File: src/dhs_pkg.sv
// Shared types, codes and the sweep program table of the disk head scheduler.
`timescale 1ns / 1ps

package dhs_pkg;

  localparam int CYL_W            = 16;
  localparam int SEEK_W           = 22;
  localparam int DEF_MAX_REQUESTS = 32;

  // Request kinds on the command channel
  localparam logic [1:0] REQ_ADD   = 2'd0;
  localparam logic [1:0] REQ_RUN   = 2'd1;
  localparam logic [1:0] REQ_CLEAR = 2'd2;

  // Configuration register indexes
  localparam logic [1:0] CFG_POLICY   = 2'd0;
  localparam logic [1:0] CFG_SWEEP_UP = 2'd1;
  localparam logic [1:0] CFG_TOP_CYL  = 2'd2;

  localparam logic [CYL_W-1:0] TOP_CYL_RESET = 16'd199;

  typedef enum logic [1:0] {
    POL_FCFS  = 2'd0,
    POL_SSTF  = 2'd1,
    POL_SCAN  = 2'd2,
    POL_CSCAN = 2'd3
  } policy_t;

  typedef struct packed {
    policy_t            policy;
    logic               sweep_up;
    logic [CYL_W-1:0]   top_cylinder;
  } cfg_t;

  // One segment of a run: what to emit and over which index range
  typedef enum logic [3:0] {
    OP_DONE,
    OP_FCFS,
    OP_ASC,
    OP_DESC,
    OP_SSTF,
    OP_TOP,
    OP_TOP_IF,
    OP_ZERO,
    OP_ZERO_IF
  } op_t;

  typedef enum logic [1:0] {
    SEL_ZERO,
    SEL_SPLIT,
    SEL_COUNT
  } sel_t;

  typedef struct packed {
    op_t  op;
    sel_t src_sel;
    sel_t dst_sel;
  } seg_t;

  typedef struct packed {
    logic               vld;
    logic [CYL_W-1:0]   pos;
    logic               end_visit;
    logic [SEEK_W-1:0]  seek;
    logic               fin;
  } emit_t;

  typedef enum logic [3:0] {
    ST_IDLE,
    ST_INS_RD,
    ST_INS_CHK,
    ST_SPL_RD,
    ST_SPL_CHK,
    ST_SEG,
    ST_RD,
    ST_EMIT,
    ST_FIN
  } state_t;

  // Segment program per policy, direction and phase
  function automatic seg_t seg_of(policy_t pol, logic up, logic [2:0] ph);
    seg_t s;
    s = seg_t'{op: OP_DONE, src_sel: SEL_ZERO, dst_sel: SEL_ZERO};
    case (pol)
      POL_FCFS: begin
        if (ph == 3'd0) s = seg_t'{op: OP_FCFS, src_sel: SEL_ZERO, dst_sel: SEL_COUNT};
      end
      POL_SSTF: begin
        if (ph == 3'd0) s = seg_t'{op: OP_SSTF, src_sel: SEL_SPLIT, dst_sel: SEL_SPLIT};
      end
      POL_SCAN: begin
        case (ph)
          3'd0: s = up ? seg_t'{op: OP_ASC,  src_sel: SEL_SPLIT, dst_sel: SEL_COUNT}
                       : seg_t'{op: OP_DESC, src_sel: SEL_SPLIT, dst_sel: SEL_ZERO};
          3'd1: s = up ? seg_t'{op: OP_TOP_IF,  src_sel: SEL_ZERO, dst_sel: SEL_ZERO}
                       : seg_t'{op: OP_ZERO_IF, src_sel: SEL_ZERO, dst_sel: SEL_ZERO};
          3'd2: s = up ? seg_t'{op: OP_DESC, src_sel: SEL_SPLIT, dst_sel: SEL_ZERO}
                       : seg_t'{op: OP_ASC,  src_sel: SEL_SPLIT, dst_sel: SEL_COUNT};
          default: ;
        endcase
      end
      default: begin
        case (ph)
          3'd0: s = up ? seg_t'{op: OP_ASC,  src_sel: SEL_SPLIT, dst_sel: SEL_COUNT}
                       : seg_t'{op: OP_DESC, src_sel: SEL_SPLIT, dst_sel: SEL_ZERO};
          3'd1: s = up ? seg_t'{op: OP_TOP,  src_sel: SEL_ZERO, dst_sel: SEL_ZERO}
                       : seg_t'{op: OP_ZERO, src_sel: SEL_ZERO, dst_sel: SEL_ZERO};
          3'd2: s = up ? seg_t'{op: OP_ZERO, src_sel: SEL_ZERO, dst_sel: SEL_ZERO}
                       : seg_t'{op: OP_TOP,  src_sel: SEL_ZERO, dst_sel: SEL_ZERO};
          3'd3: s = up ? seg_t'{op: OP_ASC,  src_sel: SEL_ZERO,  dst_sel: SEL_SPLIT}
                       : seg_t'{op: OP_DESC, src_sel: SEL_COUNT, dst_sel: SEL_SPLIT};
          default: ;
        endcase
      end
    endcase
    return s;
  endfunction

endpackage

File: src/dhs_store.sv
// Request memories: arrival order store and sorted store, with registered reads.
`timescale 1ns / 1ps

module dhs_store #(
  parameter int MAX_REQUESTS = dhs_pkg::DEF_MAX_REQUESTS,
  parameter int ADDR_W       = 5
) (
  input  logic                       clk,
  input  logic                       arr_we,
  input  logic [ADDR_W-1:0]          arr_waddr,
  input  logic [dhs_pkg::CYL_W-1:0]  arr_wdata,
  input  logic [ADDR_W-1:0]          arr_raddr,
  output logic [dhs_pkg::CYL_W-1:0]  arr_rdata,
  input  logic                       srt_we,
  input  logic [ADDR_W-1:0]          srt_waddr,
  input  logic [dhs_pkg::CYL_W-1:0]  srt_wdata,
  input  logic [ADDR_W-1:0]          srt_raddr_a,
  input  logic [ADDR_W-1:0]          srt_raddr_b,
  output logic [dhs_pkg::CYL_W-1:0]  srt_rdata_a,
  output logic [dhs_pkg::CYL_W-1:0]  srt_rdata_b
);
  import dhs_pkg::*;

  logic [CYL_W-1:0] arr_mem [MAX_REQUESTS];
  logic [CYL_W-1:0] srt_mem [MAX_REQUESTS];

  always_ff @(posedge clk) begin
    if (arr_we) begin
      arr_mem[arr_waddr] <= arr_wdata;
    end
    arr_rdata <= arr_mem[arr_raddr];
  end

  always_ff @(posedge clk) begin
    if (srt_we) begin
      srt_mem[srt_waddr] <= srt_wdata;
    end
    srt_rdata_a <= srt_mem[srt_raddr_a];
    srt_rdata_b <= srt_mem[srt_raddr_b];
  end

endmodule

File: src/dhs_ctrl.sv
// Sequencer: sorted insertion on add, split search and segment walk on run.
`timescale 1ns / 1ps

module dhs_ctrl #(
  parameter int MAX_REQUESTS = dhs_pkg::DEF_MAX_REQUESTS,
  parameter int ADDR_W       = 5,
  parameter int CNT_W        = 6
) (
  input  logic                       clk,
  input  logic                       rst,
  input  logic                       start,
  input  logic [1:0]                 req_type,
  input  logic [dhs_pkg::CYL_W-1:0]  cylinder,
  input  dhs_pkg::cfg_t              cfg,
  output logic                       busy,
  output logic                       arr_we,
  output logic [ADDR_W-1:0]          arr_waddr,
  output logic [dhs_pkg::CYL_W-1:0]  arr_wdata,
  output logic [ADDR_W-1:0]          arr_raddr,
  input  logic [dhs_pkg::CYL_W-1:0]  arr_rdata,
  output logic                       srt_we,
  output logic [ADDR_W-1:0]          srt_waddr,
  output logic [dhs_pkg::CYL_W-1:0]  srt_wdata,
  output logic [ADDR_W-1:0]          srt_raddr_a,
  output logic [ADDR_W-1:0]          srt_raddr_b,
  input  logic [dhs_pkg::CYL_W-1:0]  srt_rdata_a,
  input  logic [dhs_pkg::CYL_W-1:0]  srt_rdata_b,
  output dhs_pkg::emit_t             em
);
  import dhs_pkg::*;

  localparam logic [CNT_W-1:0] MAX_CNT = CNT_W'(MAX_REQUESTS);

  state_t             state, state_next;
  logic [CNT_W-1:0]   cnt, cnt_next;
  logic [CNT_W-1:0]   j, j_next;
  logic [CYL_W-1:0]   newv, newv_next;
  logic [CYL_W-1:0]   head, head_next;
  logic [SEEK_W-1:0]  seek, seek_next;
  logic [CNT_W-1:0]   split, split_next;
  logic [CNT_W-1:0]   ptr, ptr_next;
  logic [CNT_W-1:0]   lim, lim_next;
  logic [2:0]         phase, phase_next;
  op_t                op, op_next;

  seg_t               seg;
  logic [CNT_W-1:0]   src_val, dst_val;
  logic [CNT_W-1:0]   jm1, ptrm1;
  logic               seg_done;
  logic               has_l, has_r, take_left;
  logic [CYL_W-1:0]   dl, dr;
  logic               do_emit, emit_end;
  logic [CYL_W-1:0]   emit_pos, move_len;

  always_ff @(posedge clk) begin
    if (rst) begin
      state <= ST_IDLE;
      cnt   <= '0;
    end else begin
      state <= state_next;
      cnt   <= cnt_next;
    end
  end

  always_ff @(posedge clk) begin
    j     <= j_next;
    newv  <= newv_next;
    head  <= head_next;
    seek  <= seek_next;
    split <= split_next;
    ptr   <= ptr_next;
    lim   <= lim_next;
    phase <= phase_next;
    op    <= op_next;
  end

  assign seg   = seg_of(cfg.policy, cfg.sweep_up, phase);
  assign jm1   = j - 1'b1;
  assign ptrm1 = ptr - 1'b1;

  always_comb begin
    case (seg.src_sel)
      SEL_SPLIT: src_val = split;
      SEL_COUNT: src_val = cnt;
      default:   src_val = '0;
    endcase
    case (seg.dst_sel)
      SEL_SPLIT: dst_val = split;
      SEL_COUNT: dst_val = cnt;
      default:   dst_val = '0;
    endcase
  end

  // Nearest-first picks between the closest unserved entries on each side
  always_comb begin
    has_l     = (ptr != '0);
    has_r     = (lim != cnt);
    dl        = head - srt_rdata_a;
    dr        = srt_rdata_b - head;
    take_left = !has_r || (has_l && (dl <= dr));
    seg_done  = (op == OP_SSTF) ? (!has_l && !has_r) : (ptr == lim);
  end

  always_comb begin
    state_next  = state;
    cnt_next    = cnt;
    j_next      = j;
    newv_next   = newv;
    head_next   = head;
    seek_next   = seek;
    split_next  = split;
    ptr_next    = ptr;
    lim_next    = lim;
    phase_next  = phase;
    op_next     = op;
    arr_we      = 1'b0;
    arr_waddr   = cnt[ADDR_W-1:0];
    arr_wdata   = cylinder;
    arr_raddr   = ptr[ADDR_W-1:0];
    srt_we      = 1'b0;
    srt_waddr   = j[ADDR_W-1:0];
    srt_wdata   = newv;
    srt_raddr_a = ptr[ADDR_W-1:0];
    srt_raddr_b = lim[ADDR_W-1:0];
    do_emit     = 1'b0;
    emit_end    = 1'b0;
    emit_pos    = '0;
    em          = '0;
    busy        = (state != ST_IDLE);

    unique case (state)
      ST_IDLE: begin
        if (start) begin
          case (req_type)
            REQ_ADD: begin
              if (cnt < MAX_CNT) begin
                arr_we     = 1'b1;
                newv_next  = cylinder;
                j_next     = cnt;
                state_next = ST_INS_RD;
              end
            end
            REQ_RUN: begin
              head_next  = cylinder;
              seek_next  = '0;
              split_next = '0;
              phase_next = '0;
              state_next = ST_SPL_RD;
            end
            REQ_CLEAR: cnt_next = '0;
            default: ;
          endcase
        end
      end
      ST_INS_RD: begin
        if (j == '0) begin
          srt_we     = 1'b1;
          cnt_next   = cnt + 1'b1;
          state_next = ST_IDLE;
        end else begin
          srt_raddr_a = jm1[ADDR_W-1:0];
          state_next  = ST_INS_CHK;
        end
      end
      ST_INS_CHK: begin
        srt_we = 1'b1;
        if (srt_rdata_a > newv) begin
          srt_wdata  = srt_rdata_a;
          j_next     = jm1;
          state_next = ST_INS_RD;
        end else begin
          cnt_next   = cnt + 1'b1;
          state_next = ST_IDLE;
        end
      end
      ST_SPL_RD: begin
        if (split == cnt) begin
          state_next = ST_SEG;
        end else begin
          srt_raddr_a = split[ADDR_W-1:0];
          state_next  = ST_SPL_CHK;
        end
      end
      ST_SPL_CHK: begin
        if (srt_rdata_a < head) begin
          split_next = split + 1'b1;
          state_next = ST_SPL_RD;
        end else begin
          state_next = ST_SEG;
        end
      end
      ST_SEG: begin
        op_next  = seg.op;
        ptr_next = src_val;
        lim_next = dst_val;
        case (seg.op)
          OP_DONE: state_next = ST_FIN;
          OP_TOP, OP_TOP_IF: begin
            do_emit    = (seg.op == OP_TOP) || (head < cfg.top_cylinder);
            emit_end   = 1'b1;
            emit_pos   = cfg.top_cylinder;
            phase_next = phase + 1'b1;
          end
          OP_ZERO, OP_ZERO_IF: begin
            do_emit    = (seg.op == OP_ZERO) || (head != '0);
            emit_end   = 1'b1;
            phase_next = phase + 1'b1;
          end
          default: state_next = ST_RD;
        endcase
      end
      ST_RD: begin
        if (seg_done) begin
          phase_next = phase + 1'b1;
          state_next = ST_SEG;
        end else begin
          if (op == OP_DESC || op == OP_SSTF) begin
            srt_raddr_a = ptrm1[ADDR_W-1:0];
          end
          state_next = ST_EMIT;
        end
      end
      ST_EMIT: begin
        do_emit    = 1'b1;
        state_next = ST_RD;
        case (op)
          OP_FCFS: begin
            emit_pos = arr_rdata;
            ptr_next = ptr + 1'b1;
          end
          OP_ASC: begin
            emit_pos = srt_rdata_a;
            ptr_next = ptr + 1'b1;
          end
          OP_DESC: begin
            emit_pos = srt_rdata_a;
            ptr_next = ptrm1;
          end
          default: begin
            if (take_left) begin
              emit_pos = srt_rdata_a;
              ptr_next = ptrm1;
            end else begin
              emit_pos = srt_rdata_b;
              lim_next = lim + 1'b1;
            end
          end
        endcase
      end
      ST_FIN: begin
        em.fin     = 1'b1;
        state_next = ST_IDLE;
      end
      default: state_next = ST_IDLE;
    endcase

    move_len = (emit_pos > head) ? (emit_pos - head) : (head - emit_pos);
    if (do_emit) begin
      seek_next    = seek + SEEK_W'(move_len);
      head_next    = emit_pos;
      em.vld       = 1'b1;
      em.pos       = emit_pos;
      em.end_visit = emit_end;
      em.seek      = seek_next;
    end
  end

endmodule

File: src/dhs_out.sv
// Result stage: hold one result back so the final one of a run carries last.
`timescale 1ns / 1ps

module dhs_out (
  input  logic                        clk,
  input  logic                        rst,
  input  dhs_pkg::emit_t              em,
  output logic                        result_valid,
  output logic [dhs_pkg::CYL_W-1:0]   position,
  output logic                        is_end_visit,
  output logic [dhs_pkg::SEEK_W-1:0]  seek_total,
  output logic                        last
);
  import dhs_pkg::*;

  logic               pend_vld;
  logic [CYL_W-1:0]   pend_pos;
  logic               pend_end;
  logic [SEEK_W-1:0]  pend_seek;

  always_ff @(posedge clk) begin
    if (rst) begin
      pend_vld     <= 1'b0;
      result_valid <= 1'b0;
    end else begin
      result_valid <= pend_vld && (em.vld || em.fin);
      if (em.vld) begin
        pend_vld <= 1'b1;
      end else if (em.fin) begin
        pend_vld <= 1'b0;
      end
    end
  end

  always_ff @(posedge clk) begin
    if (em.vld || em.fin) begin
      position     <= pend_pos;
      is_end_visit <= pend_end;
      seek_total   <= pend_seek;
      last         <= !em.vld;
    end
    if (em.vld) begin
      pend_pos  <= em.pos;
      pend_end  <= em.end_visit;
      pend_seek <= em.seek;
    end
  end

endmodule

File: src/disk_head_scheduler.sv
// Top level of the disk head scheduler: configuration registers and block wiring.
`timescale 1ns / 1ps

// Disk head scheduler.
// Command channel: drive start with req_type and cylinder; the request is taken
// at an edge where start is high and busy is low. An add stores a cylinder (it is
// dropped once MAX_REQUESTS are held), a clear empties the queue, a run replays
// the queue from the head position given in cylinder under the configured policy.
// Results leave on position / is_end_visit / seek_total / last, each for exactly
// one cycle marked by result_valid; last flags the final result of a run. The
// receiver cannot hold results off, so nothing here waits on it.
// Configuration: cfg_valid / cfg_ready with cfg_index and cfg_data; cfg_ready is
// always high. Write only while busy is low and no result is still pending.
// An add inserts in sorted order, moving each larger entry up one place. A run
// first scans the sorted memory for the head's place, then emits each request
// and each sweep end visit in turn; all of it is paced by the registered read
// of the request memories.
// Each result waits in the output stage until the next move or the end of the
// run is known; the last result is on the ports in the first cycle busy is low.
// Reset: queue empty, policy FCFS, sweep up, top cylinder 199. Memory contents
// are not cleared; only entries below the fill count are ever read.
module disk_head_scheduler #(
  parameter int MAX_REQUESTS = dhs_pkg::DEF_MAX_REQUESTS
) (
  input  logic                        clk,
  input  logic                        rst,
  input  logic                        start,
  output logic                        busy,
  input  logic [1:0]                  req_type,
  input  logic [dhs_pkg::CYL_W-1:0]   cylinder,
  input  logic                        cfg_valid,
  output logic                        cfg_ready,
  input  logic [1:0]                  cfg_index,
  input  logic [dhs_pkg::CYL_W-1:0]   cfg_data,
  output logic                        result_valid,
  output logic [dhs_pkg::CYL_W-1:0]   position,
  output logic                        is_end_visit,
  output logic [dhs_pkg::SEEK_W-1:0]  seek_total,
  output logic                        last
);
  import dhs_pkg::*;

  // Address covers the store depth; the count must also hold the depth itself
  localparam int ADDR_W = (MAX_REQUESTS > 1) ? $clog2(MAX_REQUESTS) : 1;
  localparam int CNT_W  = $clog2(MAX_REQUESTS + 1);

  cfg_t               cfg;
  emit_t              em;

  logic               arr_we;
  logic [ADDR_W-1:0]  arr_waddr, arr_raddr;
  logic [CYL_W-1:0]   arr_wdata, arr_rdata;
  logic               srt_we;
  logic [ADDR_W-1:0]  srt_waddr, srt_raddr_a, srt_raddr_b;
  logic [CYL_W-1:0]   srt_wdata, srt_rdata_a, srt_rdata_b;

  // Configuration is accepted every cycle
  assign cfg_ready = 1'b1;

  always_ff @(posedge clk) begin
    if (rst) begin
      cfg.policy       <= POL_FCFS;
      cfg.sweep_up     <= 1'b1;
      cfg.top_cylinder <= TOP_CYL_RESET;
    end else if (cfg_valid && cfg_ready) begin
      case (cfg_index)
        CFG_POLICY:   cfg.policy       <= policy_t'(cfg_data[1:0]);
        CFG_SWEEP_UP: cfg.sweep_up     <= cfg_data[0];
        CFG_TOP_CYL:  cfg.top_cylinder <= cfg_data;
        default: ;  // index outside the register list: drop the write
      endcase
    end
  end

  // Arrival store (FCFS order) and sorted store
  dhs_store #(
    .MAX_REQUESTS (MAX_REQUESTS),
    .ADDR_W       (ADDR_W)
  ) u_store (
    .clk         (clk),
    .arr_we      (arr_we),
    .arr_waddr   (arr_waddr),
    .arr_wdata   (arr_wdata),
    .arr_raddr   (arr_raddr),
    .arr_rdata   (arr_rdata),
    .srt_we      (srt_we),
    .srt_waddr   (srt_waddr),
    .srt_wdata   (srt_wdata),
    .srt_raddr_a (srt_raddr_a),
    .srt_raddr_b (srt_raddr_b),
    .srt_rdata_a (srt_rdata_a),
    .srt_rdata_b (srt_rdata_b)
  );

  // Sequencer: insertion on add, split search and sweep segments on run
  dhs_ctrl #(
    .MAX_REQUESTS (MAX_REQUESTS),
    .ADDR_W       (ADDR_W),
    .CNT_W        (CNT_W)
  ) u_ctrl (
    .clk         (clk),
    .rst         (rst),
    .start       (start),
    .req_type    (req_type),
    .cylinder    (cylinder),
    .cfg         (cfg),
    .busy        (busy),
    .arr_we      (arr_we),
    .arr_waddr   (arr_waddr),
    .arr_wdata   (arr_wdata),
    .arr_raddr   (arr_raddr),
    .arr_rdata   (arr_rdata),
    .srt_we      (srt_we),
    .srt_waddr   (srt_waddr),
    .srt_wdata   (srt_wdata),
    .srt_raddr_a (srt_raddr_a),
    .srt_raddr_b (srt_raddr_b),
    .srt_rdata_a (srt_rdata_a),
    .srt_rdata_b (srt_rdata_b),
    .em          (em)
  );

  // Hold each result back until the next one so the final one can be flagged
  dhs_out u_out (
    .clk          (clk),
    .rst          (rst),
    .em           (em),
    .result_valid (result_valid),
    .position     (position),
    .is_end_visit (is_end_visit),
    .seek_total   (seek_total),
    .last         (last)
  );

endmodule

File: config.mk
export PLATFORM = sky130hd
export DESIGN_NAME = disk_head_scheduler
export DESIGN_NICKNAME = d
export VERILOG_FILES = /design/src/dhs_pkg.sv /design/src/dhs_store.sv /design/src/dhs_ctrl.sv /design/src/dhs_out.sv /design/src/disk_head_scheduler.sv
export SDC_FILE = /design/constraint.sdc
export NUM_CORES = 2
export LEC_CHECK = 0
export ABC_AREA = 1
export BUFFER_PORTS_ARGS = -buffer_cell sky130_fd_sc_hd__buf_2
export CELL_PAD_IN_SITES_DETAIL_PLACEMENT = 1
export CELL_PAD_IN_SITES_GLOBAL_PLACEMENT = 1
export CORE_AREA = 5 5 462 464
export CTS_CLUSTER_SIZE = 12
export DETAILED_ROUTE_END_ITERATION = 7
export DIE_AREA = 0 0 467 469
export PLACE_DENSITY = 0.59
export SLEW_MARGIN = 20
export SYNTH_ARGS = -nofsm -noshare
export SYNTH_HDL_FRONTEND = slang
export SYNTH_SLANG_ARGS = --single-unit
File: constraint.sdc
create_clock -name clk -period 16.5 [get_ports clk]
set_input_delay 2.475 -clock clk [delete_from_list [all_inputs] [get_ports clk]]
set_output_delay 2.475 -clock clk [all_outputs]
set_load 0.01 [all_outputs]
# Word level (Yosys, flattened, before mapping)
# Memories as Yosys holds them, arrays and structs flattened. A register that Yosys moved wholly into a read port is not among the register bits.
# Index checks and enable logic that the tools add are counted.
dict set report classes {
  muxes 87
  eq_ne 49
  add_sub_neg 12
  n_lt_le_gt_ge 6
  n_reduce_logical 49
}
# op count
set ops {}
lappend ops {{$mux W16} 9}
lappend ops {{$mux W6} 16}
lappend ops {{$mux W22} 4}
lappend ops {{$pmux W6 S2} 7}
lappend ops {{$pmux W16 S2} 2}
lappend ops {{$sub A16 B16 Y16} 4}
lappend ops {{$pmux W8 S3} 2}
lappend ops {{$mux W40} 1}
lappend ops {{$mux W5} 8}
lappend ops {{$eq A4 B3 Y1 const B} 8}
lappend ops {{$gt A16 B16 Y1} 2}
lappend ops {{$lt A16 B16 Y1} 2}
lappend ops {{$pmux W4 S8} 1}
lappend ops {{$pmux W8 S4} 1}
lappend ops {{$add A6 B1 Y6 const B} 4}
lappend ops {{$add A22 B16 Y22} 1}
lappend ops {{$ne A2 B2 Y1 const B} 9}
lappend ops {{$pmux W6 S3} 1}
lappend ops {{$mux W1} 17}
lappend ops {{$eq A4 B2 Y1 const B} 4}
lappend ops {{$le A16 B16 Y1} 1}
lappend ops {{$pmux W4 S2} 2}
lappend ops {{$reduce_bool A16 Y1} 1}
lappend ops {{$mux W3} 5}
lappend ops {{other kinds (40)} 91}
dict set report word_totals {
  memories 2
  output_inout_bits 43
  elab_cells 228
  mem_bits_rw 1024
  ff_bits 195
}
# name depth word_bits read_ports rd_ports_with_merged_regs write_ports line_no
set mem_list {}
lappend mem_list {u_store.arr_mem 32 16 1 1 1 dhs_store.sv:24} ;# logic [CYL_W-1:0] arr_mem [MAX_REQUESTS];
lappend mem_list {u_store.srt_mem 32 16 2 2 1 dhs_store.sv:25} ;# logic [CYL_W-1:0] srt_mem [MAX_REQUESTS];

# Longest topological paths before layout
dict set report depth {
  word_depth 13
  mapped_depth 59
  depth_no_buf 57
}

# Modules after synthesis
# From an unflattened synthesis, not the netlist that was laid out.
dict set report hier_totals {
  hier_cells 6816
  area_unflattened_um2 63702.3
}
# module area_per_inst_um2 cells_per_inst seq_area_each_um2 n_inst
set modules_own_cells {}
lappend modules_own_cells {dhs_store 48457.7 4821 31710.4 1}
lappend modules_own_cells {dhs_ctrl 11970.2 1788 2752.6 1}
lappend modules_own_cells {dhs_out 2456.1 91 2412.3 1}
lappend modules_own_cells {disk_head_scheduler 818.3 116 380.4 1}

# Least setup slack after synthesis
# OpenSTA, ideal clock, no wires.
dict set report synth_path {
  kind {reg2reg}
  from {register u_ctrl.head[1]}
  to {register u_ctrl.seek[20] (data pin)}
  setup_ns 0.274
  period_less_slack_ns 7.652
  path_stages_with_launch 58
  slack_ns 8.848
  t_arrival_ns 7.379
  cell_sequence {edfxtp_1 inv_1 ha_1 nand2_1 o21ai_0 a21oi_1 o21bai_1 nand2_1 nand2_1 a21oi_1 o21ai_0 nand2_1 nand2_1 xnor2_1 ha_1 nand2_1 nor3_1 nand2_1 [... 22 more ...] buf_2 buf_2 nand2_1 nand2_1 xnor2_1 inv_1 ha_1 nand2_1 o21ai_0 a21boi_0 o21ai_0 a21boi_0 o21ai_0 nand3_1 nand2_1 nand2_1 nand2_1 a21oi_1}
}
dict set report synth_via {
  elab_chain_cells 11
  elab_cells_between_ends 20
  classes_between {5 x add/sub; 3 x order compare; 7 x mux; 5 x reduce/logical}
}
# element line_no
set synth_lines {}
lappend synth_lines {{start, declared} dhs_ctrl.sv:38} ;# logic [CYL_W-1:0] head, head_next;
lappend synth_lines {{start signal, assigned} dhs_ctrl.sv:68} ;# head <= head_next;
lappend synth_lines {{$sub A16 B16 Y16, on equally long branches} {dhs_ctrl.sv:98, dhs_ctrl.sv:99}}
lappend synth_lines {{$le A16 B16 Y1 *} dhs_ctrl.sv:100} ;# take_left = !has_r || (has_l && (dl <= dr));
lappend synth_lines {{$logic_and A1 B1 Y1 *} dhs_ctrl.sv:100}
lappend synth_lines {{$logic_or A1 B1 Y1 *} dhs_ctrl.sv:100}
lappend synth_lines {{$mux W16 *} dhs_ctrl.sv:240} ;# if (take_left) begin
lappend synth_lines {{$pmux W16 S2 *} dhs_ctrl.sv:226} ;# case (op)
lappend synth_lines {{$pmux W16 S2 *} dhs_ctrl.sv:131} ;# unique case (state)
lappend synth_lines {{named net u_ctrl.emit_pos[0]} dhs_ctrl.sv:53} ;# logic [CYL_W-1:0] emit_pos, move_len;
lappend synth_lines {{$sub A16 B16 Y16 or $gt A16 B16 Y1 (tied branches)} dhs_ctrl.sv:257} ;# move_len = (emit_pos > head) ? (emit_pos - head) : (head - emit_pos);
lappend synth_lines {{$mux W16 *} dhs_ctrl.sv:257}
lappend synth_lines {{$add A22 B16 Y22 *} dhs_ctrl.sv:259} ;# seek_next = seek + SEEK_W'(move_len);
lappend synth_lines {{$mux W22 *} dhs_ctrl.sv:258} ;# if (do_emit) begin
lappend synth_lines {{end signal, assigned} dhs_ctrl.sv:69} ;# seek <= seek_next;
lappend synth_lines {{end, declared} dhs_ctrl.sv:39} ;# logic [SEEK_W-1:0] seek, seek_next;
# Mark *: on every way through the listed nets, which the timed path passes. The rest lies on a longest branch.
# A chain may end at the register's enable or synchronous reset.

# Worst setup path in the final report
# Ends and elaborated chain as after synthesis.

==> impl_metrics.json <==
{
  "status": "complete, no violations",
  "portBuffers": 81,
  "wl_um": 232000,
  "synth_area_um2": 62300,
  "die_w_um": 467,
  "ys_warn_count": 0,
  "ant_nets": 0,
  "worstHoldStart": "u_out.pend_seek[0]",
  "post_cts_buffers": 0,
  "rsz0062_at_grt": "false",
  "overflow": 0,
  "finalHoldViolations": 0,
  "synth_xor_area_share_pct": 1.10,
  "dieArea_um2": 219000,
  "area_growth_pct": 13.6,
  "crit_arrival_ns": 11.17,
  "reg2reg_depth": 56,
  "ys.flop_type": "edfxtp_1",
  "fin_setup_tns_ns": 0,
  "clockRootBuffer": "clkbuf_16",
  "cts_resized": 0,
  "finalCriticalPeriod_ns": 10.69,
  "drc": 0,
  "path_common_cell": "nand2_1",
  "combPwrFrac_pct": 12.8,
  "p_int_uw": 5710,
  "grt_max_degree": 158,
  "yosys_register_bits": 1267,
  "powerDensity_nw_per_um2": 111,
  "ctsHoldBuffers": 0,
  "grtUsageTotal_pct": 20.6,
  "hold_depth": 0,
  "synth_fa_ha_area_share_pct": 3.11,
  "die_y_um": 469,
  "maxSlewViolCount": 0,
  "r2r_start": "u_ctrl.head[1]",
  "r2r-end": "u_ctrl.seek[20]",
  "seq_power_share_pct": 45.5,
  "switching_share_pct": 27.4,
  "via_count": 49100,
  "power_frac_clock_pct": 41.7,
  "setup_viol": 0,
  "hpwl_um": 142000,
  "crit_fanout": 20,
  "yosysSeqAreaShare_pct": 59.8,
  "syn_nets": 6512,
  "synth_top_area_share_pct": 57.3,
  "max_slew_margin_pct": 21.4,
  "cts_sinks": 1267,
  "ys_async_sr_fraction_pct": 0,
  "clk_pin_slew_worst_paths_ns": 0.06,
  "htreeDepth": 4,
  "nFillCells": 23500,
  "clkLatencyLatePin_ns": 0.79,
  "dp_slack_ns": 5.99,
  "io_pins": 83,
  "cts_made_buffers": 149,
  "worst_slack_ns": 5.81,
  "antenna_found_initial": 9,
  "placementRows": 168,
  "hold_path_end": "u_out.seek_total[0]",
  "r2r_slack_ns": 5.81,
  "switchingPower_uw": 2150,
  "ys_types": 58,
  "mostFrequentLayoutCells": "edfxtp_1 (1,188), nand2_1 (901), nand3_1 (799)",
  "fin_crit_sh_pct": 64.8,
  "cp.depth": 56,
  "min_path_type": "register to register",
  "layout-drive-gt1-share_pct": 8.34,
  "grt_pass1_vias": 49900,
  "yosys.area_share.simple_pct": 16.7,
  "fin_util_pct": 33.9,
  "tightest_slew_ns": 1.18,
  "cp-start-kind": "register",
  "cts_tree": "built",
  "drt_iter0_markers": 4487,
  "final_common_cell": "edfxtp_1",
  "worst_path_max_delay_cell": "nand2_1",
  "p_leak_uw": 0.0269,
  "synth_edf_count": 1188,
  "synth_compound_area_share_pct": 11.9,
  "syn_inst": 6320,
  "synth.area.top_cells": "edfxtp_1 (57%), nand3_1 (6.4%), nand2_1 (5.5%), o21ai_0 (5.2%), inv_1 (4.4%)",
  "endpoint_kind": "register",
  "synth_top_family_by_area": "simple AND/OR/NAND/NOR gates",
  "dr.pass1.iters": 5,
  "crit_path_max_incr_delay_ns": 0.70,
  "grt_pass1_wl_um": 338000,
  "wl_per_cell_um": 25.0,
  "final_nets": 6520,
  "synth.area.mux_share_pct": 0,
  "required_ns": 16.98,
  "synth.largest_area_cell": "edfxtp_1",
  "critPathBufInv": 6,
  "final.setup_skew_ns": 0.0305,
  "via_per_inst": 5.30,
  "crit_family": "simple AND/OR/NAND/NOR gates",
  "clock_path_buffers": 3,
  "drv_cap": 0,
  "postSynthAreaPerCell_um2": 9.86,
  "ir_drop_mv": 0.103,
  "gp_congestion": 0.884,
  "coreArea_um2": 209000,
  "crit_type": "register to register",
  "holdWs_ns": 0.418,
  "start_util_pct": 29.8,
  "clock.fmax_mhz": 93.5
}
==> metal layers <==
layer  global-route usage [%]  wire, µm  part of all wire [%]
met4                     6.88      7890                   3.4
met3                     2.55     12200                   5.3
met1                     28.2    104000                    45
met2                     33.8    108000                    47
met5                        0         0                     0
==> how the worst max path moves through the flow <==
stage | from | end | slack, ns
final | u_ctrl.head[1] | u_ctrl.seek[20] | 5.81
after global routing | u_ctrl.head[1] | u_out.pend_seek[20] | 4.74
after CTS | u_ctrl.head[1] | u_ctrl.seek[20] | 5.92
after detailed placement | u_ctrl.head[1] | u_ctrl.seek[20] | 5.99
after global placement | u_ctrl.head[1] | u_ctrl.seek[20] | 6.04
after floorplan | u_ctrl.head[1] | u_ctrl.seek[20] | 8.85
==> per-stage QoR <==
step	power (µW)	instance area, µm²	instances
5_1_grt	8180	70700	9257
6_report	7870	70700	9258
3_5_place_dp	4640	65900	8981
3_3_place_gp	4630	65900	8981
4_1_cts	7940	70700	9254
2_1_floorplan	4270	62300	6320
==> worst register-to-register path: cells and delay by family (launching register included) <==
kind	cells	cell delay (ns)
buffers and inverters	6	0.88
adder cells (fa/ha/maj)	5	1.53
flip-flops	1	0.60
XOR/XNOR	2	0.26
AND/OR/NAND/NOR	28	3.72
AO/OA/AOI/OAI	15	3.37
==> cells by family after synthesis <==
group           Yosys count
compound gates         1341
xor+xnor                 78
fa+ha+maj               152
buf+inv                1135
flops                  1267
other cells               1
simple gates           2346
==> power groups by stage <==
stage                     combinational, µW  sequential, µW  clock, µW
after global placement                  984            3650          0
after global routing                   1100            3580       3500
after floorplan                         628            3640          0
after detailed placement                996            3650          0
after CTS                              1000            3580       3350
final                                  1010            3580       3280
==> final cells by class <==
cell class / count / area (µm²) / share of cell area, %
sequential: 1267 / 37300 / 52.7
multi-input combinational: 3918 / 20700 / 29.2
clock buffer: 197 / 3980 / 5.63
tap: 2805 / 3510 / 4.96
inverter: 763 / 2890 / 4.08
timing repair buffer: 229 / 1610 / 2.28
clock inverter: 76 / 801 / 1.13
antenna: 3 / 7.51 / 0.0106
==> cell usage after synthesis, drive strengths merged, types with 3 or more instances <==
cell / n
edfxtp: 1188
nand2: 908
nand3: 804
inv: 759
o21ai: 643
nor2: 461
a21oi: 405
clkbuf: 205
buf: 167
ha: 147
o22ai: 105
nand3b: 98
dfxtp: 79
o221ai: 68
xor2: 54
a31oi: 36
nor3: 33
o211ai: 32
xnor2: 24
nand4: 23
nor4: 11
a2111oi: 9
a221oi: 7
a311oi: 7
or2: 6
a211oi: 5
a21o: 5
fa: 5
clkinv: 4
a21boi: 3
a22o: 3
o2111ai: 3
o21a: 3
o21bai: 3
==> registers in the layout, summed over array words and instances, names as in the netlist, 3 cells and up <==
register,cells
u_store.srt_rdata_b,16
u_out.pend_pos,16
u_ctrl.cnt,6
u_ctrl.split,6
u_store.srt_mem,512
u_ctrl.head,16
u_ctrl.state,4
u_ctrl.phase,3
u_ctrl.seek,22
u_ctrl.lim,6
u_store.srt_rdata_a,16
u_ctrl.j,6
u_store.arr_mem,512
u_ctrl.newv,16
u_ctrl.op,4
u_out.pend_seek,22
cfg,19
u_out.position,16
u_out.seek_total,22
u_store.arr_rdata,16
u_ctrl.ptr,6
(Power assumes the default switching activity.)
